**src/rsmf_pkg.sv**
```systemverilog
`timescale 1ns / 1ps
// rsmf_pkg: shared constants, types and helpers of the rgb sliding median filter
// depends on nothing; used by every module of the block
package rsmf_pkg;

   localparam int WINDOW_COLS = 3;
   localparam int WINDOW_ROWS = 3;
   localparam int WIN_SIZE    = WINDOW_COLS * WINDOW_ROWS;
   localparam int MEDIAN_IDX  = WIN_SIZE / 2;
   localparam int CHANNELS    = 3;

   localparam int PIX_W  = 8;
   localparam int POS_W  = $clog2(WIN_SIZE + 1);
   localparam int RANK_W = $clog2(WIN_SIZE + 1);
   localparam int CNT_W  = 12;
   localparam int DIM_W  = 13;
   localparam int CSR_IDX_W = 1;

   localparam logic [DIM_W-1:0] MAX_DIM   = 13'd4096;
   localparam logic [DIM_W-1:0] DIM_RESET = 13'd256;

   typedef logic [PIX_W-1:0] pixel_type;
   typedef pixel_type [WIN_SIZE-1:0] window_type;

   typedef enum logic [CSR_IDX_W-1:0] {
      CSR_IMAGE_WIDTH  = 1'b0,
      CSR_IMAGE_HEIGHT = 1'b1
   } csr_index_type;

   typedef struct packed {
      logic done;
      logic frame_end;
   } win_status_type;

   function automatic logic [DIM_W-1:0] eff_dim(input logic [DIM_W-1:0] v);
      logic [DIM_W-1:0] r;
      if (v == '0) begin
         r = DIM_W'(1);
      end else if (v > MAX_DIM) begin
         r = MAX_DIM;
      end else begin
         r = v;
      end
      return r;
   endfunction

endpackage

```
**src/rgb_sliding_median_filter_core.sv**
```systemverilog
`timescale 1ns / 1ps
// rgb_sliding_median_filter_core: top level of the rgb 3x3 sliding median filter
// depends on rsmf_pkg, rsmf_window and rsmf_median
//
// Usage:
// - req_ carries window pixels in filter read order: at output column 0 the
//   full window row-major, otherwise one new column top to bottom.
// - rsp_ carries one median pixel per completed window update; rsp_tlast
//   marks the last pixel of a frame.
// - csr_ writes image_width (index 0) and image_height (index 1); always
//   ready, to be written only while no pixel is in flight.
// - Path: the pixel that completes the window enters the input register;
//   the window update and rank-select median result are then loaded into
//   the result register, which drives rsp_.
// - Throughput: one pixel per cycle while the output is not stalled; a result
//   every 3 pixels inside a row and every 9 pixels at column 0.
// - Reset clears the window to zero, the counters and load position, and
//   sets width and height to 256.
// - When rsp_tready is low the output register holds; the input register
//   still takes one more pixel, then req_tready drops until the result moves.
module rgb_sliding_median_filter_core (
   input  logic                               clock,
   input  logic                               reset,
   // in_red, in_green, in_blue from bit 0 up
   input  logic [23:0]                        req_tdata,
   input  logic                               req_tvalid,
   output logic                               req_tready,
   // median_red, median_green, median_blue from bit 0 up
   output logic [23:0]                        rsp_tdata,
   output logic                               rsp_tlast,
   output logic                               rsp_tvalid,
   input  logic                               rsp_tready,
   input  logic                               csr_valid,
   output logic                               csr_ready,
   input  logic [rsmf_pkg::CSR_IDX_W-1:0]     csr_index,
   input  logic [rsmf_pkg::DIM_W-1:0]         csr_wdata
);

   logic [rsmf_pkg::DIM_W-1:0]   width_ff;
   logic [rsmf_pkg::DIM_W-1:0]   height_ff;
   logic [rsmf_pkg::DIM_W-1:0]   width_eff;
   logic [rsmf_pkg::DIM_W-1:0]   height_eff;

   logic                         s1_valid_ff;
   logic [23:0]                  s1_data_ff;
   logic                         s1_go;

   logic                         rsp_valid_ff;
   logic [23:0]                  rsp_data_ff;
   logic                         rsp_last_ff;

   rsmf_pkg::pixel_type          pix [rsmf_pkg::CHANNELS];
   rsmf_pkg::window_type         win_next [rsmf_pkg::CHANNELS];
   rsmf_pkg::pixel_type          med [rsmf_pkg::CHANNELS];
   rsmf_pkg::win_status_type     status;

   // configuration
   assign csr_ready = 1'b1;

   always_ff @(posedge clock) begin
      if (reset) begin
         width_ff  <= rsmf_pkg::DIM_RESET;
         height_ff <= rsmf_pkg::DIM_RESET;
      end else if (csr_valid && csr_ready) begin
         case (rsmf_pkg::csr_index_type'(csr_index))
            rsmf_pkg::CSR_IMAGE_WIDTH:  width_ff  <= csr_wdata;
            rsmf_pkg::CSR_IMAGE_HEIGHT: height_ff <= csr_wdata;
            default: ;
         endcase
      end
   end

   assign width_eff  = rsmf_pkg::eff_dim(width_ff);
   assign height_eff = rsmf_pkg::eff_dim(height_ff);

   // input register
   assign s1_go      = s1_valid_ff && (!rsp_valid_ff || rsp_tready);
   assign req_tready = !s1_valid_ff || s1_go;

   always_ff @(posedge clock) begin
      if (reset) begin
         s1_valid_ff <= 1'b0;
      end else if (req_tready) begin
         s1_valid_ff <= req_tvalid;
      end
   end

   always_ff @(posedge clock) begin
      if (req_tvalid && req_tready) begin
         s1_data_ff <= req_tdata;
      end
   end

   assign pix[0] = s1_data_ff[7:0];
   assign pix[1] = s1_data_ff[15:8];
   assign pix[2] = s1_data_ff[23:16];

   rsmf_window u_window (
      .clock    (clock),
      .reset    (reset),
      .step     (s1_go),
      .pix      (pix),
      .width    (width_eff),
      .height   (height_eff),
      .win_next (win_next),
      .status   (status)
   );

   for (genvar k = 0; k < rsmf_pkg::CHANNELS; k++) begin : g_median
      rsmf_median u_median (
         .win    (win_next[k]),
         .median (med[k])
      );
   end

   // result register
   always_ff @(posedge clock) begin
      if (reset) begin
         rsp_valid_ff <= 1'b0;
      end else if (s1_go) begin
         rsp_valid_ff <= status.done;
      end else if (rsp_tready) begin
         rsp_valid_ff <= 1'b0;
      end
   end

   always_ff @(posedge clock) begin
      if (s1_go && status.done) begin
         rsp_data_ff <= {med[2], med[1], med[0]};
         rsp_last_ff <= status.frame_end;
      end
   end

   assign rsp_tvalid = rsp_valid_ff;
   assign rsp_tdata  = rsp_data_ff;
   assign rsp_tlast  = rsp_last_ff;

endmodule

```
**src/rsmf_median.sv**
```systemverilog
`timescale 1ns / 1ps
// rsmf_median: rank-select median of one channel's window, purely combinational
// depends on rsmf_pkg
module rsmf_median (
   input  rsmf_pkg::window_type win,
   output rsmf_pkg::pixel_type  median
);

   logic [rsmf_pkg::RANK_W-1:0] lt_cnt [rsmf_pkg::WIN_SIZE];
   logic [rsmf_pkg::RANK_W-1:0] le_cnt [rsmf_pkg::WIN_SIZE];

   // count smaller and not-larger elements for every entry
   always_comb begin
      for (int i = 0; i < rsmf_pkg::WIN_SIZE; i++) begin
         lt_cnt[i] = '0;
         le_cnt[i] = '0;
         for (int j = 0; j < rsmf_pkg::WIN_SIZE; j++) begin
            lt_cnt[i] = lt_cnt[i] + rsmf_pkg::RANK_W'(win[j] <  win[i]);
            le_cnt[i] = le_cnt[i] + rsmf_pkg::RANK_W'(win[j] <= win[i]);
         end
      end
   end

   // entry whose rank span covers the middle index
   always_comb begin
      median = '0;
      for (int i = 0; i < rsmf_pkg::WIN_SIZE; i++) begin
         if ((lt_cnt[i] <= rsmf_pkg::RANK_W'(rsmf_pkg::MEDIAN_IDX)) &&
             (le_cnt[i] >  rsmf_pkg::RANK_W'(rsmf_pkg::MEDIAN_IDX))) begin
            median = win[i];
         end
      end
   end

endmodule

```
**src/rsmf_window.sv**
```systemverilog
`timescale 1ns / 1ps
// rsmf_window: window registers, load position and column/row counters
// depends on rsmf_pkg; drives the next window to the median units
module rsmf_window (
   input  logic                          clock,
   input  logic                          reset,
   input  logic                          step,
   input  rsmf_pkg::pixel_type           pix [rsmf_pkg::CHANNELS],
   input  logic [rsmf_pkg::DIM_W-1:0]    width,
   input  logic [rsmf_pkg::DIM_W-1:0]    height,
   output rsmf_pkg::window_type          win_next [rsmf_pkg::CHANNELS],
   output rsmf_pkg::win_status_type      status
);

   rsmf_pkg::window_type            win_ff [rsmf_pkg::CHANNELS];
   logic [rsmf_pkg::POS_W-1:0]      pos_ff, pos_in;
   logic [rsmf_pkg::CNT_W-1:0]      col_ff, col_in;
   logic [rsmf_pkg::CNT_W-1:0]      row_ff, row_in;

   logic [rsmf_pkg::POS_W-1:0]      p;
   logic [rsmf_pkg::POS_W-1:0]      p_inc;
   logic                            col_zero;
   logic                            done;
   logic                            last_col;
   logic                            last_row;

   always_comb begin
      col_zero = (col_ff == '0);
      if (col_zero) begin
         p = (pos_ff >= rsmf_pkg::POS_W'(rsmf_pkg::WIN_SIZE)) ? '0 : pos_ff;
      end else begin
         p = (pos_ff >= rsmf_pkg::POS_W'(rsmf_pkg::WINDOW_ROWS)) ? '0 : pos_ff;
      end
      p_inc = p + rsmf_pkg::POS_W'(1);
      done  = col_zero ? (p_inc >= rsmf_pkg::POS_W'(rsmf_pkg::WIN_SIZE))
                       : (p_inc >= rsmf_pkg::POS_W'(rsmf_pkg::WINDOW_ROWS));

      for (int k = 0; k < rsmf_pkg::CHANNELS; k++) begin
         win_next[k] = win_ff[k];
         if (col_zero) begin
            for (int i = 0; i < rsmf_pkg::WIN_SIZE; i++) begin
               if (p == rsmf_pkg::POS_W'(i)) begin
                  win_next[k][i] = pix[k];
               end
            end
         end else begin
            for (int r = 0; r < rsmf_pkg::WINDOW_ROWS; r++) begin
               if (p == rsmf_pkg::POS_W'(r)) begin
                  for (int c = 0; c < rsmf_pkg::WINDOW_COLS - 1; c++) begin
                     win_next[k][r * rsmf_pkg::WINDOW_COLS + c] =
                        win_ff[k][r * rsmf_pkg::WINDOW_COLS + c + 1];
                  end
                  win_next[k][r * rsmf_pkg::WINDOW_COLS + rsmf_pkg::WINDOW_COLS - 1] =
                     pix[k];
               end
            end
         end
      end

      last_col = (({1'b0, col_ff} + rsmf_pkg::DIM_W'(1)) >= width);
      last_row = (({1'b0, row_ff} + rsmf_pkg::DIM_W'(1)) >= height);

      pos_in = p_inc;
      col_in = col_ff;
      row_in = row_ff;
      if (done) begin
         pos_in = '0;
         if (last_col) begin
            col_in = '0;
            row_in = last_row ? '0 : row_ff + rsmf_pkg::CNT_W'(1);
         end else begin
            col_in = col_ff + rsmf_pkg::CNT_W'(1);
         end
      end

      status.done      = done;
      status.frame_end = last_col && last_row;
   end

   always_ff @(posedge clock) begin
      if (reset) begin
         for (int k = 0; k < rsmf_pkg::CHANNELS; k++) begin
            win_ff[k] <= '0;
         end
         pos_ff <= '0;
         col_ff <= '0;
         row_ff <= '0;
      end else if (step) begin
         for (int k = 0; k < rsmf_pkg::CHANNELS; k++) begin
            win_ff[k] <= win_next[k];
         end
         pos_ff <= pos_in;
         col_ff <= col_in;
         row_ff <= row_in;
      end
   end

endmodule
```
**config.mk**
```make
export PLATFORM = sky130hd
export DESIGN_NAME = rgb_sliding_median_filter_core
export DESIGN_NICKNAME = d
export VERILOG_FILES = /design/src/rsmf_pkg.sv /design/src/rgb_sliding_median_filter_core.sv /design/src/rsmf_median.sv /design/src/rsmf_window.sv
export SDC_FILE = /design/constraint.sdc
export NUM_CORES = 2
export LEC_CHECK = 0
export BUFFER_PORTS_ARGS = -buffer_cell sky130_fd_sc_hd__buf_2
export CAP_MARGIN = 0
export CORE_ASPECT_RATIO = 1.2
export CORE_MARGIN = 10
export CORE_UTILIZATION = 55
export CTS_BUF_LIST = sky130_fd_sc_hd__clkbuf_4 sky130_fd_sc_hd__clkbuf_8 sky130_fd_sc_hd__clkbuf_16
export DETAILED_ROUTE_END_ITERATION = 8
export PLACE_DENSITY = 0.71
export SETUP_SLACK_MARGIN = 0.1
export SLEW_MARGIN = 20
export SYNTH_ARGS = -nofsm -noshare
export SYNTH_HDL_FRONTEND = slang
export SYNTH_SLANG_ARGS = --single-unit
export TNS_END_PERCENT = 30
```
**constraint.sdc**
```tcl
create_clock -name clock -period 29.1 [get_ports clock]
set_clock_uncertainty 0.05 [all_clocks]
set_input_delay 1.455 -clock clock [delete_from_list [all_inputs] [get_ports clock]]
set_output_delay 1.455 -clock clock [all_outputs]
set_load 0.03 [all_outputs]
```
-- After elaboration in Yosys (flattened, before gate mapping)
Memory sizes are Yosys's and may differ from the RTL's.
Cells that the tools add are included.
- $add $sub $neg: 437
- magnitude comparators: 548
- eq/ne operators: 8
- mux-type cells: 87
- bitwise logic cells: 4
- reduce and logical (&&, ||, !) cells: 44
- operators with widths (cell ; count):
    less-or-equal comparator 8 bit ; 243
    less-than comparator 8 bit ; 243
    adder 4 x 1 -> 4 bit ; 378
    two-way mux 72 bit ; 6
    two-way mux 8 bit ; 54
    two-way mux 24 bit ; 9
    adder 1 x 1 -> 2 bit ; 54
    > comparator 4 x 3 -> 1 bit (second input constant) ; 27
    less-or-equal comparator 4 x 3 -> 1 bit (second input constant) ; 27
    two-way mux 13 bit ; 4
    logical AND 1 bit ; 31
    adder 12 x 1 -> 13 bit (second input constant) ; 2
    greater-or-equal comparator 13 bit ; 2
    > comparator 13 bit (second input constant) ; 2
    logical NOT 13 bit ; 2
    adder 12 x 1 -> 12 bit (second input constant) ; 2
    two-way mux 12 bit ; 2
    equality test 4 x 3 -> 1 bit (second input constant) ; 4
    two-way mux 4 bit ; 4
    logical NOT 12 bit ; 1
    equality test 4 x 2 -> 1 bit (second input constant) ; 2
    greater-or-equal comparator 4 x 2 -> 1 bit (second input constant) ; 2
    greater-or-equal comparator 4 bit (second input constant) ; 2
    two-way mux 1 bit ; 8
    11 further kinds ; 17
- flip-flop bits (word level): 105
- bits in writable memories: 216
- logic and storage cells: 1139
- memories: 1
- memory list (memory ; depth ; width ; rd ports ; clocked after Yosys merged registers in ; wr ports ; RTL line ; text):
    u_window.win_ff ; 3 ; 72 ; 3 ; 0 ; 3 ; rsmf_window.sv:15 ; rsmf_pkg::window_type win_ff [rsmf_pkg::CHANNELS];

-- Longest topological paths before layout
- depth in word-level cells: 26
- gate-level depth with buffers: 44

-- Cells and area by module
A second synthesis with hierarchy kept.
- cells, all modules: 5299
- area total of the unflattened synthesis: 48759.3 um^2
- modules (own cells, without submodules) (module ; instances ; cells an instance ; area an instance (um^2) ; sequential area each (um^2)):
    rsmf_window ; 1 ; 1297 ; 14182.4 ; 7046.8
    rsmf_median (g_median[2].u_median) ; 1 ; 1273 ; 10776.6 ; 0.0
    rsmf_median (g_median[1].u_median) ; 1 ; 1248 ; 10622.7 ; 0.0
    rsmf_median (g_median[0].u_median) ; 1 ; 1267 ; 10486.3 ; 0.0
    rgb_sliding_median_filter_core ; 1 ; 214 ; 2691.3 ; 2031.9

-- Least setup slack after synthesis
No wires, ideal clock.
- path type: flip-flop to flip-flop
- from: reg u_window.col_ff[0] (netlist name)
- to: reg rsp_data_ff[1] (netlist: rsp_tdata[1]) (data pin)
- setup time: 152 ps
- data arrival time: 9831 ps
- data required time: 28898 ps
- path slack: 19066 ps
- stages on the path, launching flop included: 39
- period minus slack after synthesis: 10034 ps
- path through: dfxtp_1 > inv_1 > ha_1 > nor4b_1 > nand3_1 > buf_2 > clkbuf_1 > clkbuf_1 > clkbuf_1 > o21ai_0 > and3b_1 > inv_1 > ha_1 > inv_1 > a31oi_1 > a31oi_2 > buf_2 > buf_4 > [3 not listed] > nand4_1 > nor2_1 > inv_1 > a211o_1 > a21oi_1 > a221oi_1 > fa_1 > fa_1 > fa_1 > ha_1 > fa_1 > o21bai_1 > a21boi_0 > a2bb2oi_1 > a2111oi_0 > a221oi_1 > o221a_2 > o21ai_0
- RTL lines (what ; RTL line ; text):
    start: declaration ; rsmf_window.sv:17 ; logic [rsmf_pkg::CNT_W-1:0] col_ff, col_in;
    start signal: assignment ; rsmf_window.sv:93 ; col_ff <= col_in;
    end signal: assignment ; rgb_sliding_median_filter_core.sv:129 ; rsp_data_ff <= {med[2], med[1], med[0]};
    end: declaration ; rgb_sliding_median_filter_core.sv:49 ; logic [23:0] rsp_data_ff;

==> results.py <==
metrics = {
    "sta": {
        "max_freq_ghz": 0.0872,
        "hold_viol": 0,
        "slew_headroom": 0.143,
        "post-route-period-util": 0.394,
        "rsz0062_at_grt": "no",
        "final.setup.tns_ns": 0,
        "worst_pin_slew_ns": 1.25,
        "slew_viol_final": 0,
        "layout_min_cycle_time_ns": 11.47,
        "setup_viol": 0,
    },
    "floorplanning": {
        "fp-row-count": 122,
        "die_w_um": 298,
        "die_h_um": 353,
        "initial_core_util": 0.552,
        "core_area_mm2": 0.0920,
        "io_pins": 71,
        "die_area_mm2": 0.105,
    },
    "layout": {
        "drive_above_1_share": 0.0844,
        "fin_cells": 7058,
        "multi_input_comb_area_mm2": 0.0387,
        "final_cell_mix": "1185 x ha_1, 646 x inv_1, 484 x nor2_1, 291 x a21oi_1, 279 x o21ai_0",
        "layout.nets": 7241,
        "seqCellArea_mm2": 0.00908,
        "area_growth_pct": 7.44,
        "layout_commonest_cell": "ha_1",
        "fill_cells": 8121,
    },
    "critical_path": {
        "cp_slowest_stage_delay_ns": 1.17,
        "critPathKind": "flop to flop",
        "path_common_cell": "inv_1",
        "critPathSlowestCell": "o21ai_2",
        "start_kind": "flop",
        "reg2reg_to": "rsp_tdata[21]$_DFFE_PP_",
        "crit_required_ns": 29.46,
        "reg2reg_setup_slack_ns": 17.63,
        "rr_startpoint": "u_window.col_ff[0]$_SDFFE_PP0P_",
        "worstSetupEndpointType": "flop",
        "reg2regPathDepth": 33,
        "arrival_ns": 11.83,
        "path_max_fanout": 25,
    },
    "clock_tree": {
        "cts_hold_buf": 0,
        "root_buffer": "clkbuf_16",
        "htreeDepth": 2,
        "cts_tree": "done",
        "cts_resized": 0,
        "numCtsBuffers": 36,
        "cts_setup_buffers": 0,
        "cts.sinks": 321,
        "path_clk_slew_ns": 0.07,
        "cts_buffer_depth": 3,
        "clock_latency_ns": 0.57,
    },
    "min_path": {
        "holdPathStages": 2,
        "hold_path_class": "flop to flop",
        "min_to": "height_ff[0]$_SDFFE_PP0P_",
        "hold_start": "height_ff[0]$_SDFFE_PP0P_",
    },
    "yosys": {
        "synth.avg_cell_area_um2": 8.95,
        "synth_seq_cells": 321,
        "netlist_instances": 5682,
        "ys_seq_area_frac": 0.179,
        "synth_edf_count": 265,
        "synth_top_area_share": 0.292,
        "syn_area_mm2": 0.0509,
        "ys_types": 106,
        "ys_warn_count": 0,
        "synth.area.top_cells": "ha_1 29%, edfxtp_1 16%, fa_1 8.8%",
        "synth_nets": 7134,
        "async_reset_ff_frac": 0,
        "yosys_most_used_dff": "edfxtp_1",
        "yosysTopAreaCell": "ha_1",
    },
    "run": {
        "max_cap_violations": 0,
    },
    "global_route": {
        "grt_pass1_wl_um": 279000,
        "track_usage": 0.344,
        "overflow": 0,
        "grt_max_degree": 97,
        "antenna_found_initial": 2,
        "grt_pass1_vias": 45100,
    },
    "place": {
        "gp_congestion": 1.04,
        "port_buffers": 69,
        "dpl.hpwl_um": 145000,
        "place_inst": 6990,
    },
    "power": {
        "p_per_area_mw_per_mm2": 84.6,
        "leakage_nw": 26.3,
        "ir_drop_v": 0.000101,
    },
    "detailed_routing": {
        "dr.pass1.iters": 6,
        "wl_per_cell_um": 26.4,
        "drc": 0,
        "avgViaCountPerCell": 6.54,
        "drt-total-wl_um": 187000,
        "drt_iter0_drc": 4670,
        "vias": 46200,
        "antenna_left": 0,
    },
    "outcome": {
        "status": "finished, final reports clean",
    },
}
where the power goes:
group / internal, W / switching, W
clock network: 0.000256 / 0.000211
logic: 0.00144 / 0.00211
registers: 0.000571 / 0.0000244
routing by layer:
metal / part of all wire / track usage / wire length (µm) / up-vias
met4: 0.090 / 0.258 / 16800 / 0
li1: - / - / - / 20900
met3: 0.089 / 0.0576 / 16700 / 798
met1: 0.38 / 0.413 / 70200 / 22000
met2: 0.44 / 0.550 / 82900 / 2454
met5: 0 / 0 / 0 / -
how the worst max path moves through the flow:
stage	cells after the start	endpoint	slack, ns	startpoint
4_1_cts	33	rsp_tdata[21]$_DFFE_PP_	17.95	u_window.col_ff[0]$_SDFFE_PP0P_
5_1_grt	33	rsp_tdata[21]$_DFFE_PP_	17.16	u_window.col_ff[0]$_SDFFE_PP0P_
3_3_place_gp	32	rsp_tdata[1]$_DFFE_PP_	17.82	u_window.col_ff[0]$_SDFFE_PP0P_
2_1_floorplan	38	rsp_tdata[1]$_DFFE_PP_	19.07	u_window.col_ff[0]$_SDFFE_PP0P_
3_5_place_dp	33	rsp_tdata[21]$_DFFE_PP_	18.01	u_window.col_ff[0]$_SDFFE_PP0P_
6_report	33	rsp_tdata[21]$_DFFE_PP_	17.63	u_window.col_ff[0]$_SDFFE_PP0P_
cells in the mapped netlist, drive strengths merged (19+ instances only):
master  number
nand3       73
xor2        27
and2        43
nand3b      20
maj3        19
o22ai       52
or4         20
buf         52
mux2        29
a22oi       21
nand2      225
a21o       189
clkbuf     122
fa         224
o31ai       21
nor2b      121
a31oi       38
inv        659
o21ai      298
nor3        37
edfxtp     265
a221oi      26
nand4      186
o221ai      50
nor2       486
xnor2       70
o211ai      73
o221a       30
nand2b     118
mux2i       44
ha        1185
o21a        73
a21oi      295
or2         34
or3         78
a211oi      51
dfxtp       56
o22a        35
per-stage QoR:
step	setup slack, ns	power [W]	util	hold slack, ns	cell area [µm²]
2_1_floorplan	19.07	0.00307	-	0.386	50900
3_3_place_gp	17.82	0.00397	0.581	0.407	53500
3_5_place_dp	18.01	0.00407	0.581	0.410	53500
4_1_cts	17.95	0.00455	0.593	0.418	54600
5_1_grt	17.16	0.00504	0.594	0.439	54600
6_report	17.63	0.00462	0.594	0.412	54600
cell type report:
type / instances / area share
multi-input combinational: 4527 / 0.708
clock buffer: 45 / 0.0183
inverter: 660 / 0.0457
sequential: 321 / 0.166
tap: 1240 / 0.0284
timing repair buffer: 243 / 0.0302
antenna: 2 / 0.0000916
clock inverter: 20 / 0.00284
logic make-up (layout without fill, tap and decap cells):
kind of cell,Yosys count,in the layout,synth area share
flip-flops,321,321,0.179
AO/OA/AOI/OAI,1420,1420,0.191
other,1,3,0.0000737
multiplexers,73,73,0.0155
adder cells (fa/ha/maj),1428,1428,0.384
buffers and inverters,834,968,0.0639
XOR/XNOR,97,97,0.0167
AND/OR/NAND/NOR,1508,1508,0.151
registers in the layout, summed over array words and instances (netlist names):
register         flops
s1_valid_ff          1
u_window.win_ff    216
s1_data_ff          24
height_ff           13
rsp_tvalid           1
rsp_tdata           24
u_window.col_ff     12
u_window.pos_ff      4
u_window.row_ff     12
rsp_tlast            1
width_ff            13
worst max-delay path, delay by kind of cell (launching register included):
| family | cells | cell delay, ns |
|---|---|---|
| adders and majority gates | 8 | 2.70 |
| AOI/OAI and AO/OA | 12 | 4.22 |
| xor gates and xnor gates | 1 | 0.15 |
| buffers and inverters | 8 | 1.63 |
| DFF | 1 | 0.36 |
| and+or+nand+nor | 4 | 2.19 |
Note: power is estimated with default switching activity, not from simulation.
